===== src/hw/rtl/crf_pkg.sv =====
// shared types and constants for the clipped rectangle fill frame store
package crf_pkg;

    // coordinate and address widths fit a 1024 x 1024 screen; COUNT_W holds at most 131071 pixels
    localparam int COORD_W     = 11;
    localparam int ADDR_W      = 20;
    localparam int COLOR_W     = 16;
    localparam int COUNT_W     = 17;
    localparam int QUEUE_DEPTH = 2;

    typedef enum logic [1:0] {
        OP_PIXEL  = 2'd0,
        OP_RECT   = 2'd1,
        OP_SCREEN = 2'd2,
        OP_READ   = 2'd3
    } op_t;

    typedef enum logic [1:0] {
        JOB_NOTE = 2'd0,
        JOB_WALK = 2'd1,
        JOB_READ = 2'd2
    } job_kind_t;

    // one classified request, clipped to the screen
    typedef struct packed {
        job_kind_t            kind;
        logic [COORD_W-1:0]   x0;
        logic [COORD_W-1:0]   x1;
        logic [COORD_W-1:0]   y0;
        logic [COORD_W-1:0]   y1;
        logic [ADDR_W-1:0]    base;
        logic [COLOR_W-1:0]   color;
        logic [COUNT_W-1:0]   count;
        logic                 outside;
    } job_t;

endpackage


===== src/hw/rtl/crf_front.sv =====
// front end: accepts requests, clips them to the screen and classifies them
module crf_front
    import crf_pkg::*;
#(
    parameter int SCREEN_WIDTH  = 256,
    parameter int SCREEN_HEIGHT = 256
) (
    input  logic               clk,
    input  logic               rst_n,
    input  logic               push,
    output logic               full,
    input  logic [1:0]         op,
    input  logic signed [15:0] pos_x,
    input  logic signed [15:0] pos_y,
    input  logic signed [15:0] rect_width,
    input  logic signed [15:0] rect_height,
    input  logic [15:0]        pixel_color,
    input  logic               hold,
    input  logic               q_full,
    output logic               job_push,
    output job_t               job
);

    localparam logic signed [17:0] WS = 18'(SCREEN_WIDTH);
    localparam logic signed [17:0] HS = 18'(SCREEN_HEIGHT);

    logic               valid_reg, valid_next;
    job_t               job_reg, job_next;
    logic               accept;
    logic signed [15:0] ex, ey, ew, eh;
    logic signed [17:0] sx, sy, x_end, y_end, x0c, y0c, x1c, y1c, dx, dy;
    logic               nonpos, empty;
    logic [21:0]        area, base_full;

    // effective rectangle: pixel and read are 1x1, screen fill is the whole screen
    always_comb
    begin
        case (op_t'(op))
            OP_RECT:
            begin
                ex = pos_x;
                ey = pos_y;
                ew = rect_width;
                eh = rect_height;
            end
            OP_SCREEN:
            begin
                ex = '0;
                ey = '0;
                ew = 16'(SCREEN_WIDTH);
                eh = 16'(SCREEN_HEIGHT);
            end
            default:
            begin
                ex = pos_x;
                ey = pos_y;
                ew = 16'sd1;
                eh = 16'sd1;
            end
        endcase
    end

    // exact clipping in 18 bits, so no edge ever wraps
    always_comb
    begin
        sx     = {{2{ex[15]}}, ex};
        sy     = {{2{ey[15]}}, ey};
        x_end  = sx + {{2{ew[15]}}, ew};
        y_end  = sy + {{2{eh[15]}}, eh};
        x0c    = sx[17] ? '0 : sx;
        y0c    = sy[17] ? '0 : sy;
        x1c    = (x_end > WS) ? WS : x_end;
        y1c    = (y_end > HS) ? HS : y_end;
        dx     = x1c - x0c;
        dy     = y1c - y0c;
        nonpos = (ew <= 16'sd0) || (eh <= 16'sd0);
        empty  = (x1c <= x0c) || (y1c <= y0c);
        area      = 22'(dx[COORD_W-1:0]) * 22'(dy[COORD_W-1:0]);
        base_full = 22'(y0c[COORD_W-1:0]) * 22'(SCREEN_WIDTH) + 22'(x0c[COORD_W-1:0]);
    end

    always_comb
    begin
        job_next         = job_reg;
        job_next.x0      = x0c[COORD_W-1:0];
        job_next.x1      = x1c[COORD_W-1:0];
        job_next.y0      = y0c[COORD_W-1:0];
        job_next.y1      = y1c[COORD_W-1:0];
        job_next.base    = base_full[ADDR_W-1:0];
        job_next.color   = pixel_color;
        job_next.count   = '0;
        job_next.outside = 1'b0;
        if (nonpos)
        begin
            job_next.kind = JOB_NOTE;
        end
        else if (empty)
        begin
            job_next.kind    = JOB_NOTE;
            job_next.outside = 1'b1;
        end
        else if (op_t'(op) == OP_READ)
        begin
            job_next.kind = JOB_READ;
        end
        else
        begin
            job_next.kind  = JOB_WALK;
            job_next.count = area[COUNT_W-1:0];
        end
    end

    assign full     = hold || (valid_reg && q_full);
    assign accept   = push && !full;
    assign job_push = valid_reg && !q_full;
    assign job      = job_reg;

    always_comb
    begin
        valid_next = valid_reg;
        if (job_push)
        begin
            valid_next = 1'b0;
        end
        if (accept)
        begin
            valid_next = 1'b1;
        end
    end

    always_ff @(posedge clk or negedge rst_n)
    begin
        if (!rst_n)
        begin
            valid_reg <= 1'b0;
        end
        else
        begin
            valid_reg <= valid_next;
        end
    end

    always_ff @(posedge clk)
    begin
        if (accept)
        begin
            job_reg <= job_next;
        end
    end

    // a walk job always covers at least one pixel
    a_walk_nonempty: assert property (@(posedge clk) disable iff (!rst_n)
        (valid_reg && job_reg.kind == JOB_WALK) |->
            (job_reg.x1 > job_reg.x0) && (job_reg.y1 > job_reg.y0))
        else $error("walk job with empty extent");

endmodule


===== config.mk =====
export PLATFORM = sky130hd
export DESIGN_NAME = crf_front
export DESIGN_NICKNAME = d
export VERILOG_FILES = /design/src/hw/rtl/crf_pkg.sv /design/src/hw/rtl/crf_front.sv
export SDC_FILE = /design/constraint.sdc
export NUM_CORES = 1
export LEC_CHECK = 0
export BUFFER_PORTS_ARGS = -buffer_cell sky130_fd_sc_hd__buf_2
export CELL_PAD_IN_SITES_DETAIL_PLACEMENT = 1
export CELL_PAD_IN_SITES_GLOBAL_PLACEMENT = 1
export CORE_UTILIZATION = 47
export DETAILED_ROUTE_END_ITERATION = 8
export GPL_TIMING_DRIVEN = 0
export MAX_ROUTING_LAYER = met4
export PLACE_DENSITY = 0.84
export RECOVER_POWER = 100
export REMOVE_ABC_BUFFERS = 1
export SLEW_MARGIN = 25
export SYNTH_ARGS = -nofsm -noshare
export SYNTH_HDL_FRONTEND = slang
export SYNTH_SLANG_ARGS = --single-unit

===== constraint.sdc =====
create_clock -name clk -period 7.2 [get_ports clk]
set_input_delay 0.72 -clock clk [delete_from_list [all_inputs] [get_ports clk]]
set_output_delay 0.72 -clock clk [all_outputs]
set_load 0.05 [all_outputs]

# Word-level counts from Yosys, hierarchy flattened
# Index checks and enable logic that the tools add are counted.
[classes] add_sub_neg=5 mul=1 n_lt_le_gt_ge=6 n_eq_ne=3 n_mux=12 reduce_logical=11
[op_table] operator="$pmux 16 s2" count=2
[op_table] operator="$le 18x16->1" count=2
[op_table] operator="$mux 18" count=2
[op_table] operator="$add 16x16->17" count=2
[op_table] operator="$gt 17x10->1 const B" count=2
[op_table] operator="$le 16x1->1 const B" count=2
[op_table] operator="$mux 16" count=2
[op_table] operator="$mux 15" count=2
[op_table] operator="$sub 11x11->11" count=2
[op_table] operator="$add 19x11->20" count=1
[op_table] operator="$mul 11x11->17" count=1
[op_table] operator="$eq 2x2->1 const B" count=2
[op_table] operator="$logic_and 1x1->1" count=3
[op_table] operator="$logic_or 1x1->1" count=3
[op_table] operator="$mux 1" count=3
[op_table] operator="$reduce_or 3->1" count=1
[op_table] operator="$eq 2x1->1 const B" count=1
[op_table] operator="$logic_not 1->1" count=2
[op_table] operator="$mux 2" count=1
[op_table] operator="$reduce_bool 2->1" count=1
[op_table] operator="$reduce_or 2->1" count=1
[totals] register_bits=101 in_bits=87 output_inout_bits=102 word_cells=48

# Logic depth before layout (Yosys ltp)
[depth] word_depth=8 mapped_depth=50 depth_no_buf=47

# Worst setup path before layout
# Ideal clock, no wire load.
[synth_path] kind="input to register" start="in op[0]" end="reg job_reg, in the netlist job[17] (data pin)" setup_ps=258 arrival_ps=10702 required_ps=6942 path_slack_ps=-3760 cell_stages=41 n_path_buf=4 path_cell_list="inv_1 -> ha_1 -> clkbuf_1 -> clkbuf_1 -> clkbuf_1 -> nor2b_1 -> ha_1 -> fa_1 -> a21o_1 -> a21oi_2 -> o21bai_2 -> nor4_4 -> o31ai_1 -> o21a_2 -> xnor2_2 -> nand3_1 -> or4_1 -> or4_1 -> [5 not listed] -> a311oi_1 -> nor2_1 -> xor2_1 -> and2_1 -> fa_1 -> fa_1 -> inv_1 -> fa_1 -> fa_1 -> fa_1 -> inv_1 -> ha_1 -> a21oi_1 -> o22ai_1 -> o41ai_1 -> o21ai_0 -> xnor2_1 -> nor2_1"
[synth_rtl] item="from (decl)" line_no="crf_front.sv:12" text="input logic [1:0] op,"
[synth_rtl] item="to (signal assigned)" line_no="crf_front.sv:147" text="job_reg <= job_next;"
[synth_rtl] item="to (decl)" line_no="crf_front.sv:28" text="job_t job_reg, job_next;"

==> results.txt <==
The die span in y came out at 150.4 um. The vias per cell is 6.505. In the post-synthesis netlist, the biggest area contributors are edfxtp_1 (27%), fa_1 (15%), ha_1 (13%). The endpoint identified for the worst register-to-register timing path is job[93]. The flow ran to the end, but the final reports show violations. The global-route congestion overflow total is 0. The commonest cells after synthesis are inv_1 (167), ha_1 (109), edfxtp_1 (92), nor2_1 (91), fa_1 (77). After technology mapping, the gate count stands at 1120. For this run, global-route usage on met1 was measured as 39.19%. The clock transition at the registers of the reported paths is 80 ps.

The number of nets at the end of the flow is 1689. The final count of negative-setup-slack endpoints came out at 18. The worst setup path is captured at a flop.

The count of final hold-check violations is 0. Summed over all instances, the cell type with the most area after synthesis is edfxtp_1. The cell type of the slowest stage on the worst timing path is fa_1. The worst path uses 149.0% of the clock period. The cell family contributing the most delay on the critical path is adder cells. The critical setup path kind is input pin to flop. The number of max-slew violations in the final report came out at 0. The number of remaining DRC errors is 0. The number of antenna violations at the first check in global routing came out at 0. The tool flagged a number of max-cap violations equal to 0. Across every metal layer, demand over resource in global routing totals 36.95%. The worst relative slew slack is 41.49%. Setup repair after global routing could not meet its margin everywhere.

The H-tree depth is 3. The data arrival at the endpoint of the critical path came out at 10860 ps. The later pin in the worst-skew pair is clocked with a latency of 400 ps.

The area growth from synthesis to layout is 40.62%. The via count came out at 11040. Along the worst path, the maximum fanout reaches 6. The largest incremental delay on the critical path came out at 550 ps. The top cell type by area accounts for 26.68% of the synthesized area. TritonCTS built the clock tree. Summed over all failing endpoints, the final setup total negative slack is -37110 ps.

The first TritonRoute pass finished after 6 iterations. The checks that failed: setup timing. The width of the chip came out at 150.4 um. The clock passes through at most 2 buffers. In this run the worst hold path is classified as input pin to asynchronous set/reset pin.

The placeable core region is 21290 um^2. The synthesis warning total is 0. The worst reg-to-reg path cell count is 3. For the worst setup path, the data required time is 7340 ps. The number of hold buffers added after CTS was 0.

The post-layout minimum cycle time came out at 10720 ps. The number of synthesized flops with an enable pin came out at 92. Among the stages of the critical path, the cell type that occurs most often is fa_1.

CTS placed an instance of clkbuf_16 at the clock tree root. The highest clock rate came out at 93.24 MHz. Routability-driven placement finished with a final weighted congestion of 0.8927.

The wire length of the first global-routing pass is 60110 um. The number of I/O pins came out at 189. The register with the most flip-flops in the layout has 92 of them. The mean instance size in the synthesized netlist came out at 9.244 um^2. The slew of the pin with the lowest slew margin came out at 871.4 ps. In the final routed layout, each cell accounts on average for 30.37 um.

Once placement completed, the tool counted placed cells totaling 1550. The proportion of layout cells with a drive suffix above 1 came out at 41.38%. CTS saw 93 sinks.

The row count came out at 53. The largest net degree at the start of global routing is 56. The initial core utilization came out at 48.64%.

The layer flagged by global routing as most heavily used is met2. The area of the die came out at 22630 um^2. The most repeated cell in the gate-level netlist after synthesis is inv_1. The setup slack of the critical path after layout came out at -3524 ps. The count of cell types in the netlist came out at 67. The critical path starts at op[1]. The portion of the post-synthesis area used by sequential elements is 26.92%. For this block, the routed nets add up to 51540 um of wire. For this run, global-route usage on met2 was measured as 64.86%.

The final core utilization is 68.39%. Global routing used 6.242% of the available met3 tracks. Detailed placement finished with a half-perimeter wire length of 24520 um. The number of buffers inserted by port buffering came out at 188. The dominant register cell in the synthesized netlist is edfxtp_1. Excluding fillers, the count of instances in the completed layout stands at 1697. Together, buffers and inverters on the worst path number 11. In this run the cell area of the synthesized design comes to 10350 um^2. In this run the critical register-to-register path is launched from valid_reg. The remaining number of nets flagged by the antenna check after routing is 0. The worst-case register-to-register setup slack came out at 5240 ps.

The number of global-route vias before repair is 10810. The share of async-settable or async-resettable flops after synthesis is 1.075%. The number of DRC markers in iteration 0 came out at 1046. The post-synthesis register bit count came out at 93. The worst-case clock skew came out at 14.88 ps. The number of clock buffers added by TritonCTS is 9. STA classifies the critical path startpoint as an input pin.
==> how the worst max path moves through the flow <==
stage	endpoint	slack, ps	cells past startpoint
global route	job[16]	-3640	47
CTS	job[17]	-2790	45
floorplan	job[17]	-3720	38
finish	job[16]	-3520	47
global placement	job[17]	-5800	42
detailed placement	job[17]	-5510	40
==> layer usage <==
metal / routed length (um) / share of wire, % / up-vias
li1: - / - / 4331
met1: 17270 / 34 / 5418
met2: 24970 / 48 / 886
met3: 4627 / 9.0 / 404
met4: 4667 / 9.1 / 0
met5: 0 / 0 / -
==> cell type report <==
cell class,count,area [um^2]
fillers,2276,6728
multi-input cells,825,8315
inverters,167,639.4
repair buffers,320,2170
clock inverters,7,75.07
clock buffers,9,225.2
well taps,275,344.1
flip-flops and latches,93,2788
diodes,1,2.502
==> stage by stage <==
step / hold WS, ps / instance area (um^2) / setup slack [ps]
4_1_cts: 100.2 / 13500 / -2789
5_1_grt: 90.28 / 14560 / -3640
3_3_place_gp: 481.6 / 11470 / -5799
6_report: 96.95 / 14560 / -3524
2_1_floorplan: 424.4 / 10190 / -3723
3_5_place_dp: 495.4 / 11520 / -5509
==> cell usage in the layout, fill, tap and decap left out, drive strengths merged, types with 3 or more instances in the layout <==
cell type  synthesis  final
ha               109    109
a31oi              7      7
a31o               5      5
a21o              23     23
and3              13     13
nor4              13     13
edfxtp            92     92
xnor2             37     37
and3b              3      3
o21bai             6      6
or3                9      9
fa                77     77
o211ai             3      3
o21ai             31     31
nand3             14     14
inv              167    170
or2                6      6
a311oi             3      3
clkinv             0      3
o41ai              3      3
or4                3      3
nand2             74     74
and2              47     47
nor3              22     22
nor2              91     91
o31ai              5      5
nand2b            43     43
xor2              20     20
nor2b             59     59
o21a               9      9
nand4              9      9
a21oi             45     45
o22ai              3      3
a211oi             8      8
buf               10    320
clkbuf            25      9
o2111ai            3      3
==> cell families (layout without fill, tap and decap cells) <==
logic type               Yosys count  after routing  share of synthesized area [%]
AO/OA/AOI/OAI                    166            166                          10.84
XOR/XNOR                          58             58                          5.366
adder cells (fa/ha/maj)          186            186                          28.06
buffers and inverters            202            503                          7.637
flip-flops                        93             93                          26.92
multiplexers                       3              3                         0.3021
other                              0              1                              0
AND/OR/NAND/NOR                  412            412                          20.87
==> timing repair <==
| action | CTS | global route |
|---|---|---|
| buffers inserted | 73 | 62 |
| gates resized for setup | 227 | 131 |
| hold endpoints to repair | 0 | 0 |
| pin swaps | 106 | 86 |
| setup endpoints to repair | 20 | 19 |
Power is left out: the tool's default activity adds up to more than one toggle a clock period on the data nets, which glitch-free logic cannot reach.
