==> src/hw/rtl/crf_pkg.sv <==
// shared types and constants for the clipped rectangle fill frame store
package crf_pkg;

    // coordinate and address widths fit a 1024 x 1024 screen; COUNT_W holds at most 131071 pixels
    localparam int COORD_W     = 11;
    localparam int ADDR_W      = 20;
    localparam int COLOR_W     = 16;
    localparam int COUNT_W     = 17;
    localparam int QUEUE_DEPTH = 2;

    typedef enum logic [1:0] {
        OP_PIXEL  = 2'd0,
        OP_RECT   = 2'd1,
        OP_SCREEN = 2'd2,
        OP_READ   = 2'd3
    } op_t;

    typedef enum logic [1:0] {
        JOB_NOTE = 2'd0,
        JOB_WALK = 2'd1,
        JOB_READ = 2'd2
    } job_kind_t;

    // one classified request, clipped to the screen
    typedef struct packed {
        job_kind_t            kind;
        logic [COORD_W-1:0]   x0;
        logic [COORD_W-1:0]   x1;
        logic [COORD_W-1:0]   y0;
        logic [COORD_W-1:0]   y1;
        logic [ADDR_W-1:0]    base;
        logic [COLOR_W-1:0]   color;
        logic [COUNT_W-1:0]   count;
        logic                 outside;
    } job_t;

endpackage

==> src/hw/rtl/crf_queue.sv <==
// short job queue between front end and back end
module crf_queue
    import crf_pkg::*;
(
    input  logic clk,
    input  logic rst_n,
    input  logic push,
    input  job_t wdata,
    output logic full,
    output logic valid,
    input  logic pop,
    output job_t rdata
);

    localparam int PW = (QUEUE_DEPTH > 1) ? $clog2(QUEUE_DEPTH) : 1;
    localparam int CW = $clog2(QUEUE_DEPTH + 1);

    job_t          entry_reg [QUEUE_DEPTH];
    logic [PW-1:0] wr_ptr_reg, wr_ptr_next;
    logic [PW-1:0] rd_ptr_reg, rd_ptr_next;
    logic [CW-1:0] count_reg, count_next;
    logic          do_push, do_pop;

    assign full    = (count_reg == CW'(QUEUE_DEPTH));
    assign valid   = (count_reg != '0);
    assign do_push = push && !full;
    assign do_pop  = pop && valid;
    assign rdata   = entry_reg[rd_ptr_reg];

    always_comb
    begin
        wr_ptr_next = wr_ptr_reg;
        rd_ptr_next = rd_ptr_reg;
        count_next  = count_reg;
        if (do_push)
        begin
            wr_ptr_next = (wr_ptr_reg == PW'(QUEUE_DEPTH - 1)) ? '0 : PW'(wr_ptr_reg + 1'b1);
        end
        if (do_pop)
        begin
            rd_ptr_next = (rd_ptr_reg == PW'(QUEUE_DEPTH - 1)) ? '0 : PW'(rd_ptr_reg + 1'b1);
        end
        if (do_push && !do_pop)
        begin
            count_next = CW'(count_reg + 1'b1);
        end
        else if (do_pop && !do_push)
        begin
            count_next = CW'(count_reg - 1'b1);
        end
    end

    always_ff @(posedge clk or negedge rst_n)
    begin
        if (!rst_n)
        begin
            wr_ptr_reg <= '0;
            rd_ptr_reg <= '0;
            count_reg  <= '0;
        end
        else
        begin
            wr_ptr_reg <= wr_ptr_next;
            rd_ptr_reg <= rd_ptr_next;
            count_reg  <= count_next;
        end
    end

    always_ff @(posedge clk)
    begin
        if (do_push)
        begin
            entry_reg[wr_ptr_reg] <= wdata;
        end
    end

    a_count_bound: assert property (@(posedge clk) disable iff (!rst_n)
        count_reg <= CW'(QUEUE_DEPTH))
        else $error("queue count beyond depth");

endmodule

==> config.mk <==
export PLATFORM = sky130hd
export DESIGN_NAME = crf_queue
export DESIGN_NICKNAME = d
export VERILOG_FILES = /design/src/hw/rtl/crf_pkg.sv /design/src/hw/rtl/crf_queue.sv
export SDC_FILE = /design/constraint.sdc
export NUM_CORES = 1
export LEC_CHECK = 0
export ABC_AREA = 1
export BUFFER_PORTS_ARGS = -buffer_cell sky130_fd_sc_hd__buf_4
export CAP_MARGIN = 5
export CELL_PAD_IN_SITES_DETAIL_PLACEMENT = 1
export CELL_PAD_IN_SITES_GLOBAL_PLACEMENT = 1
export CORE_MARGIN = 2
export CORE_UTILIZATION = 30
export CTS_BUF_LIST = sky130_fd_sc_hd__clkbuf_8
export CTS_CLUSTER_SIZE = 20
export DETAILED_ROUTE_END_ITERATION = 6
export PLACE_DENSITY = 0.58
export SLEW_MARGIN = 5
export SYNTH_ARGS = -nofsm -noshare
export SYNTH_HDL_FRONTEND = slang
export SYNTH_SLANG_ARGS = --single-unit
export TNS_END_PERCENT = 1
==> constraint.sdc <==
create_clock -name clk -period 15.5 [get_ports clk]
set_input_delay 0 -clock clk [delete_from_list [all_inputs] [get_ports clk]]
set_output_delay 0 -clock clk [all_outputs]
set_load 0.005 [all_outputs]
Word level (Yosys, flattened, before mapping). Memories as Yosys holds them, arrays and structs flattened. Index checks and enable logic that the tools add are counted.

Register bits after elaboration: 4. Memories kept: 1. Memory bits (writable): 200. Output and inout port bits: 102.

Memories: entry_reg (words 2, width 100, read ports 1, clocked after memory_dff 0, wr ports 1, RTL line crf_queue.sv:18) `job_t entry_reg [QUEUE_DEPTH];`.

Reductions and logical operators: 9. Mux-type cells: 6. Add/sub/neg operators: 4. Eq/ne operators: 1.

Operators with widths (number): logical AND 1 bit (4); 2-to-1 mux 1 bit (4); 2-to-1 mux 2 bit (2); nonzero test 2 bit (2); zero test 1 bit (3); adder 1 bit, second input constant (2); adder 2 x 1 -> 2 bit, second input constant (1); == test 2 bit, second input constant (1); subtractor 2 x 1 -> 2 bit, second input constant (1).

Depth between registers and ports, before layout. Gate-level depths: netlist (run 1).

Depth in word-level cells: 7. Mapped depth: 9. Mapped depth without buffers: 9.

Least setup slack after synthesis (run 1). No wires, ideal clock.

Path kind: register to register. Start: register count_reg[1]. End: memory entry_reg[1][0] in the netlist's numbering (enable). Clock period less this slack: 5280 ps. Arrival time: 4720 ps. Setup time: 560 ps. Data required time: 14940 ps. Setup slack: 10220 ps. Cell stages (with the launch flop): 4. Path buffers: 0. Path through: dfrtp_1 > inv_1 > o21ai_0 > nor2_1.

Longest elaborated chain between the ends: 5.

Ends and longest elaborated chain: start, declared (RTL line crf_queue.sv:21) `logic [CW-1:0] count_reg, count_next;`; start signal, assigned (RTL line crf_queue.sv:65) `count_reg <= count_next;`; == test 2 bit (RTL line crf_queue.sv:24) `assign full = (count_reg == CW'(QUEUE_DEPTH));`; zero test 1 bit (RTL line crf_queue.sv:26) `assign do_push = push && !full;`; logical AND 1 bit (RTL line crf_queue.sv:26); 2-to-1 mux 1 bit (RTL line crf_queue.sv:71) `if (do_push)`; 2-to-1 mux 1 bit (not written as such) (RTL line crf_queue.sv:73) `entry_reg[wr_ptr_reg] <= wdata;`; end, declared (RTL line crf_queue.sv:18).

No other way between the ends.

==> reports/qor_table.md, run 1 <==
| Item | Reported | Unit |
|---|---|---|
| Worst setup path category | register to primary output | - |
| Number of maximum-capacitance violations | 0 | - |
| CP Cell Sequence | clkinv_2 -> buf_4 -> nand2_1 -> nand2_1 -> buf_4 | - |
| Longest individual stage delay on the worst path | 720 | ps |
| Distinct cell type count of the synthesized netlist | 14 | - |
| Placed cell count | 1,071 | - |
| Startpoint of the worst register-to-register path | count_reg[1]$_DFFE_PN0P_ | - |
| Netlist area before placement | 7550 | µm² |
| Number of rows in the core area | 58 | - |
| Number of antenna violations at the first check in global routing | 0 | - |
| Setup Viol. Count Final | 0 | - |
| Number of synthesis warnings | 0 | - |
| Non-Filler Instances | 1,242 | - |
| Routability-driven placement congestion ratio | 0.730 | - |
| Gr usage total | 0.145 | - |
| Critical path launch point | rd_ptr_reg$_DFFE_PN0P_ | - |
| Hpwl dp | 11.7 | mm |
| Highest-delay cell along the critical path | sky130_fd_sc_hd__dfrtp_4 | - |
| Via/cell ratio | 4.26 | - |
| Max Slew Vio Count | 0 | - |
| Total via count after detailed routing | 5,286 | - |
| Post-synthesis area per instance | 13.6 | µm² |
| Clock sink count | 204 | - |
| Clock Latency Late Sink | 510 | ps |
| Initial detailed-routing violation count | 179 | - |
| Worst-Margin Slew | 1090 | ps |
| Arrival time of data at the critical path endpoint | 2950 | ps |
| Static leakage | 4.72 | nW |
| Worst setup skew after layout | 20.3 | ps |
| Global-route wire length before repair | 29.9 | mm |
| Die outline width | 163 | µm |
| TritonCTS clock tree | built | - |
| End point of the critical path | rdata[0] | - |
| CP endpoint kind | primary output | - |
| Count of pins on the block boundary | 206 | - |
| Maximum number of pins on one net before global-route repair | 70 | - |
| Signed area change from the synthesized netlist to the final layout | 46.8 | % |
| Ratio of cells with drive above 1 in the final layout | 0.279 | - |
| Post-layout minimum cycle time | 2950 | ps |
| Status | complete, no violations | - |
| Final antenna diode count | 0 | - |
| Largest register FFs | 200 | - |
| Power density cells | 169 | nW/µm² |
| H-tree levels | 2 | - |
| Die extent in y | 163 | µm |
| Total gr overflow | 0 | - |
| Hold Vio Cnt, Final | 0 | - |
| Depth of the most critical reg-to-reg path | 4 | - |
| Setup repair after global routing missed its margin | false | - |
| Register area share after synthesis | 0.809 | - |
| Clock transition at the registers of the reported paths | 50 | ps |
| Post-Synthesis Net Count | 659 | - |
| Syn Inst Count | 554 | - |
| Post-synthesis register bit count | 204 | - |
| Number of cells on the critical path | 5 | - |
| Worst Path Buf+Inv | 3 | - |
| Maximum count of clock buffers along a single path | 3 | - |
| Final-stage net count | 989 | - |
| Top cell family by delay on the critical path | buffers and inverters | - |
| CP Launch Type | register | - |
| 1st-pass router iterations | 4 | - |
| R2R Path End | entry_reg[1][1]$_DFFE_PP_ | - |
| Peak VDD IR | 74.8 | µV |
| Highest clock frequency the design can meet | 339 | MHz |
| Setup slack of the most critical reg-to-reg path | 12,670 | ps |
| Number of input and output port buffers inserted | 205 | - |
| Max_slew headroom | 0.271 | - |
| Final setup TNS | 0 | ps |
| Worst hold path class | input port to register | - |
| Portion of the clock cycle consumed by the worst path in the final layout | 0.190 | - |
| Wirelength, routed | 19.1 | mm |
| Number of antenna-violating nets in the routed design | 0 | - |
| Average wire per standard cell | 15.4 | µm |
| Clk Tree Root Cell | sky130_fd_sc_hd__clkbuf_8 | - |
| Post-CTS Repair Setup Buffers | 0 | - |
| Maximum fanout along the worst path | 59 | - |
| Vias in the first global route | 5,773 | - |
| Residual DRC count | 0 | - |
| Core Footprint | 25,000 | µm² |
| Starting utilization of the core area | 0.302 | - |
| Worst Path Required | 15,500 | ps |
| CTS buffer count | 37 | - |
| Area of the die | 26,500 | µm² |
-- cells in the final DEF (no fill, tap or decap) --
master	n
sky130_fd_sc_hd__nand2_1	311
sky130_fd_sc_hd__clkinv_2	1
sky130_fd_sc_hd__xnor2_1	1
sky130_fd_sc_hd__inv_6	1
sky130_fd_sc_hd__nor2_4	1
sky130_fd_sc_hd__edfxtp_1	200
sky130_fd_sc_hd__dfrtp_1	3
sky130_fd_sc_hd__bufinv_16	2
sky130_fd_sc_hd__nand4_1	1
sky130_fd_sc_hd__clkbuf_8	38
sky130_fd_sc_hd__clkinv_1	13
sky130_fd_sc_hd__inv_1	19
sky130_fd_sc_hd__nand3_1	2
sky130_fd_sc_hd__nor2_1	2
sky130_fd_sc_hd__ha_1	1
sky130_fd_sc_hd__o21ai_0	1
sky130_fd_sc_hd__dfrtp_4	1
sky130_fd_sc_hd__inv_4	1
sky130_fd_sc_hd__dlygate4sd3_1	104
sky130_fd_sc_hd__buf_4	209
-- synth_stat cells --
library cell | instances | share of area
sky130_fd_sc_hd__nand2_1 | 311 | 0.15
sky130_fd_sc_hd__edfxtp_1 | 200 | 0.80
sky130_fd_sc_hd__buf_4 | 11 | 0.011
sky130_fd_sc_hd__buf_6 | 9 | 0.013
sky130_fd_sc_hd__inv_1 | 7 | 0.0035
sky130_fd_sc_hd__dfrtp_1 | 4 | 0.013
sky130_fd_sc_hd__nor2_1 | 3 | 0.0015
sky130_fd_sc_hd__buf_2 | 2 | 0.0013
sky130_fd_sc_hd__nand3_1 | 2 | 0.0013
sky130_fd_sc_hd__ha_1 | 1 | 0.0017
sky130_fd_sc_hd__inv_2 | 1 | 0.00050
sky130_fd_sc_hd__nand4_1 | 1 | 0.00083
sky130_fd_sc_hd__o21ai_0 | 1 | 0.00066
sky130_fd_sc_hd__xnor2_1 | 1 | 0.0012
-- how the worst min path moves through the flow --
stage                     startpoint                          to  slack [ps]  cells past startpoint
after global routing       wdata[16]  entry_reg[0][16]$_DFFE_PP_         190                      2
after global placement         rst_n      rd_ptr_reg$_DFFE_PN0P_        -200                      1
after CTS                   wdata[6]   entry_reg[1][6]$_DFFE_PP_         170                      2
final                      wdata[75]  entry_reg[1][75]$_DFFE_PP_         220                      2
after detailed placement       rst_n      rd_ptr_reg$_DFFE_PN0P_        -190                      1
after floorplan                rst_n    count_reg[0]$_DFFE_PN0P_        -300                      0
-- layer usage --
metal / track usage / up-vias / routed length [µm]
li1: - / 2532 / -
met1: 0.165 / 2566 / 7610
met2: 0.262 / 153 / 9960
met3: 0.0367 / 35 / 1130
met4: 0.0507 / 0 / 419
met5: 0 / - / 0
-- final cells by class --
type | count | area [µm²]
clock buffers | 38 | 523
inverters | 8 | 33.8
flip-flops and latches | 204 | 6110
multi-input cells | 320 | 1230
repair buffers | 313 | 2610
clock inverters | 29 | 166
well taps | 330 | 413
fillers | 2667 | 13900
-- what timing repair did --
item | in CTS | in global routing
hold endpoints to repair | 207 | 0
hold buffers | 104 | 0
resized for setup | 0 | 0
-- cells by family (layout without fill, tap and decap cells) --
| logic type | count (synthesis) | count (layout) | share of synthesized area |
|---|---|---|---|
| fa+ha+maj | 1 | 1 | 0.00166 |
| simple gates | 317 | 317 | 0.158 |
| xor+xnor | 1 | 1 | 0.00116 |
| buf+inv | 30 | 388 | 0.0297 |
| flops | 204 | 204 | 0.809 |
| compound gates | 1 | 1 | 0.000662 |
-- where the power goes --
group          switching (mW)  internal [mW]  leakage, nW  total [mW]
sequential             0.0451          0.755         1.91       0.800
clock                   0.213          0.261        0.396       0.474
combinational           0.339          0.263         2.42       0.602
-- metrics by stage --
| step | hold slack (ps) | instance area (µm²) | setup WS [ps] | power, mW | util |
|---|---|---|---|---|---|
| finish | 215 | 11100 | 12550 | 1.88 | 0.444 |
| global route | 190 | 11100 | 12280 | 2.01 | 0.444 |
| CTS | 174 | 11100 | 12460 | 1.92 | 0.444 |
| detailed placement | -195 | 9350 | 12590 | 1.41 | 0.375 |
| global placement | -200 | 9350 | 12650 | 1.39 | 0.375 |
| floorplan | -296 | 7550 | 10220 | 1.11 | - |
No activity file was read; power rests on OpenSTA's default activity.
==> run 2, diff against run 1 <==
PLACE_DENSITY = 0.61   (was 0.58)
clock period = 2.6 ns   (was 15.5 ns; I/O delays follow)
==> reports/qor_table.md, run 2 (synthesis gave the netlist of run 1 again) <==
| Item | Reported | Unit | Delta |
|---|---|---|---|
| Status | complete, no violations | - |  |
| Clock sink count | 204 | - | unchanged |
| Register Area | 6110 | µm² | unchanged |
| Number of antenna-violating nets in the routed design | 0 | - | unchanged |
| Highest-delay cell along the critical path | sky130_fd_sc_hd__dfrtp_4 | - |  |
| Maximum fanout along the worst path | 47 | - | -20% |
| Worst setup path category | register to primary output | - |  |
| Portion of the clock cycle consumed by the worst path in the final layout | 0.743 | - |  |
| Hold_ws | 211 | ps | -4.72 ps |
| Routability-driven placement congestion ratio | 0.727 | - | -0.36% |
| Longest individual stage delay on the worst path | 490 | ps | -230 ps |
| Power density cells | 996 | nW/µm² | +490% |
| Initial detailed-routing violation count | 218 | - | +22% |
| Final antenna diode count | 0 | - | unchanged |
| Count of pins on the block boundary | 206 | - | unchanged |
| Max_slew headroom | 0.606 | - | +0.335 |
| H-tree levels | 2 | - | unchanged |
| Most common library cell in the layout ignoring fill and taps | sky130_fd_sc_hd__nand2_1 | - |  |
| Final-stage net count | 991 | - | +0.20% |
| Signed area change from the synthesized netlist to the final layout | 46.8 | % | about the same |
| Fillers | 2,657 | - | -0.37% |
| CP endpoint kind | primary output | - |  |
| Commonest non-fill, non-tap cells in the layout | sky130_fd_sc_hd__nand2_1 (311), sky130_fd_sc_hd__buf_4 (207), sky130_fd_sc_hd__edfxtp_1 (200) | - |  |
| Post-CTS Repair Setup Buffers | 0 | - | unchanged |
| Die outline width | 163 | µm | unchanged |
| Post-layout minimum cycle time | 1930 | ps |  |
| Clock Latency Late Sink | 510 | ps | about the same |
| Highest clock frequency the design can meet | 518 | MHz |  |
| Peak VDD IR | 582 | µV | +680% |
| Maximum count of clock buffers along a single path | 3 | - | unchanged |
| Core occupancy in the finished layout | 0.444 | - | about the same |
| Footprint of the multi-input gates | 1230 | µm² | unchanged |
| Global-route wire length before repair | 30.3 | mm | +1.2% |
| CP Cell Sequence | clkinv_2 -> buf_4 -> nand2_1 -> nand2_1 -> buf_4 | - |  |
| Largest register FFs | 200 | - | unchanged |
| Number of maximum-capacitance violations | 0 | - | unchanged |
| Total via count after detailed routing | 5,269 | - | -0.32% |
| Hold Vio Cnt, Final | 0 | - | unchanged |
| Worst setup skew after layout | 16.7 | ps | -3.61 ps |
| CTS buffer count | 37 | - | unchanged |
| CP Launch Type | register | - |  |
| Worst Path Buf+Inv | 3 | - | unchanged |
| Die extent in y | 163 | µm | unchanged |
| Residual DRC count | 0 | - | unchanged |
| Area of the die | 26,500 | µm² | unchanged |
| Number of input and output port buffers inserted | 205 | - | unchanged |
| Setup repair after global routing missed its margin | false | - |  |
| Total gr overflow | 0 | - | unchanged |
| Worst Path Required | 2600 | ps | -12,900 ps |
| Clk Tree Root Cell | sky130_fd_sc_hd__clkbuf_8 | - |  |
| Top cell family by delay on the critical path | buffers and inverters | - |  |
| Worst hold path class | input port to register | - |  |
| Worst-Margin Slew | 591 | ps | -500 ps |
| Wirelength, routed | 19.1 | mm | +0.12% |
| Starting utilization of the core area | 0.302 | - | unchanged |
| Static leakage | 4.72 | nW | about the same |
| Max Slew Vio Count | 0 | - | unchanged |
| Via/cell ratio | 4.25 | - | about the same |
| 1st-pass router iterations | 4 | - | unchanged |
| Core Footprint | 25,000 | µm² | unchanged |
| Average wire per standard cell | 15.5 | µm | +0.36% |
| Clock transition at the registers of the reported paths | 60 | ps | about the same |
| Maximum number of pins on one net before global-route repair | 102 | - | +46% |
| Arrival time of data at the critical path endpoint | 1930 | ps | -1020 ps |
| TritonCTS clock tree | built | - |  |
| Vias in the first global route | 5,797 | - | +0.42% |
| Ratio of cells with drive above 1 in the final layout | 0.285 | - | +0.00642 |
| Hpwl dp | 11.4 | mm | -2.5% |
| Setup Viol. Count Final | 0 | - | unchanged |
| Gr usage total | 0.146 | - | +0.00146 |
| Number of rows in the core area | 58 | - | unchanged |
| Number of antenna violations at the first check in global routing | 0 | - | unchanged |
run 2: repair_timing:
action                                 CTS  global route
endpoints found under the hold margin  207             0
hold buffers                           104             0
resized for setup                        0             0
run 2: layer usage:
layer | global-route usage | share of wire
met1 | 0.168 | 0.40
met2 | 0.266 | 0.53
met3 | 0.0334 | 0.053
met4 | 0.0523 | 0.024
met5 | 0 | 0
run 2: cell type report:
class / instances / area share
sequential: 204 / 0.551
timing repair buffer: 315 / 0.241
multi-input combinational: 320 / 0.111
clock buffer: 37 / 0.0460
tap: 330 / 0.0373
clock inverter: 25 / 0.0102
inverter: 8 / 0.00305
run 2: power breakdown:
part           internal [mW]  leakage (nW)  switching (mW)
combinational           1.65          2.44            2.14
clock                   1.33         0.372            1.25
sequential              4.49          1.91           0.181
run 2: stage by stage:
step / setup slack, ps / instances / area (µm²) / power [mW] / setup TNS (ps)
2_1_floorplan: -507 / 554 / 7560 / 6.56 / -50740
3_3_place_gp: 894 / 1073 / 9420 / 8.35 / 0
3_5_place_dp: 803 / 1073 / 9420 / 8.50 / 0
4_1_cts: 641 / 1239 / 11100 / 11.3 / 0
5_1_grt: 517 / 1239 / 11100 / 11.8 / 0
6_report: 668 / 1239 / 11100 / 11.0 / 0
run 2: final timing paths:
| kind | slack [ps] | to | cells after the start | from |
|---|---|---|---|---|
| worst max-delay path | 670 | rdata[27] | 5 | rd_ptr_reg$_DFFE_PN0P_ |
| worst min-delay path | 210 | entry_reg[0][64]$_DFFE_PP_ | 2 | wdata[64] |
| worst max register to register | 750 | entry_reg[0][15]$_DFFE_PP_ | 6 | count_reg[1]$_DFFE_PN0P_ |
| worst min register to register | 510 | wr_ptr_reg$_DFFE_PN0N_ | 2 | wr_ptr_reg$_DFFE_PN0N_ |
| max in group asynchronous | 1970 | rd_ptr_reg$_DFFE_PN0P_ | 3 | rst_n |
| min in group asynchronous | 420 | rd_ptr_reg$_DFFE_PN0P_ | 3 | rst_n |
run 2: worst reg2reg max path, delay by kind of cell (launching register included):
kind	cells	cell delay (ps)
DFF	1	400
buffers and inverters	3	650
and+or+nand+nor	3	350
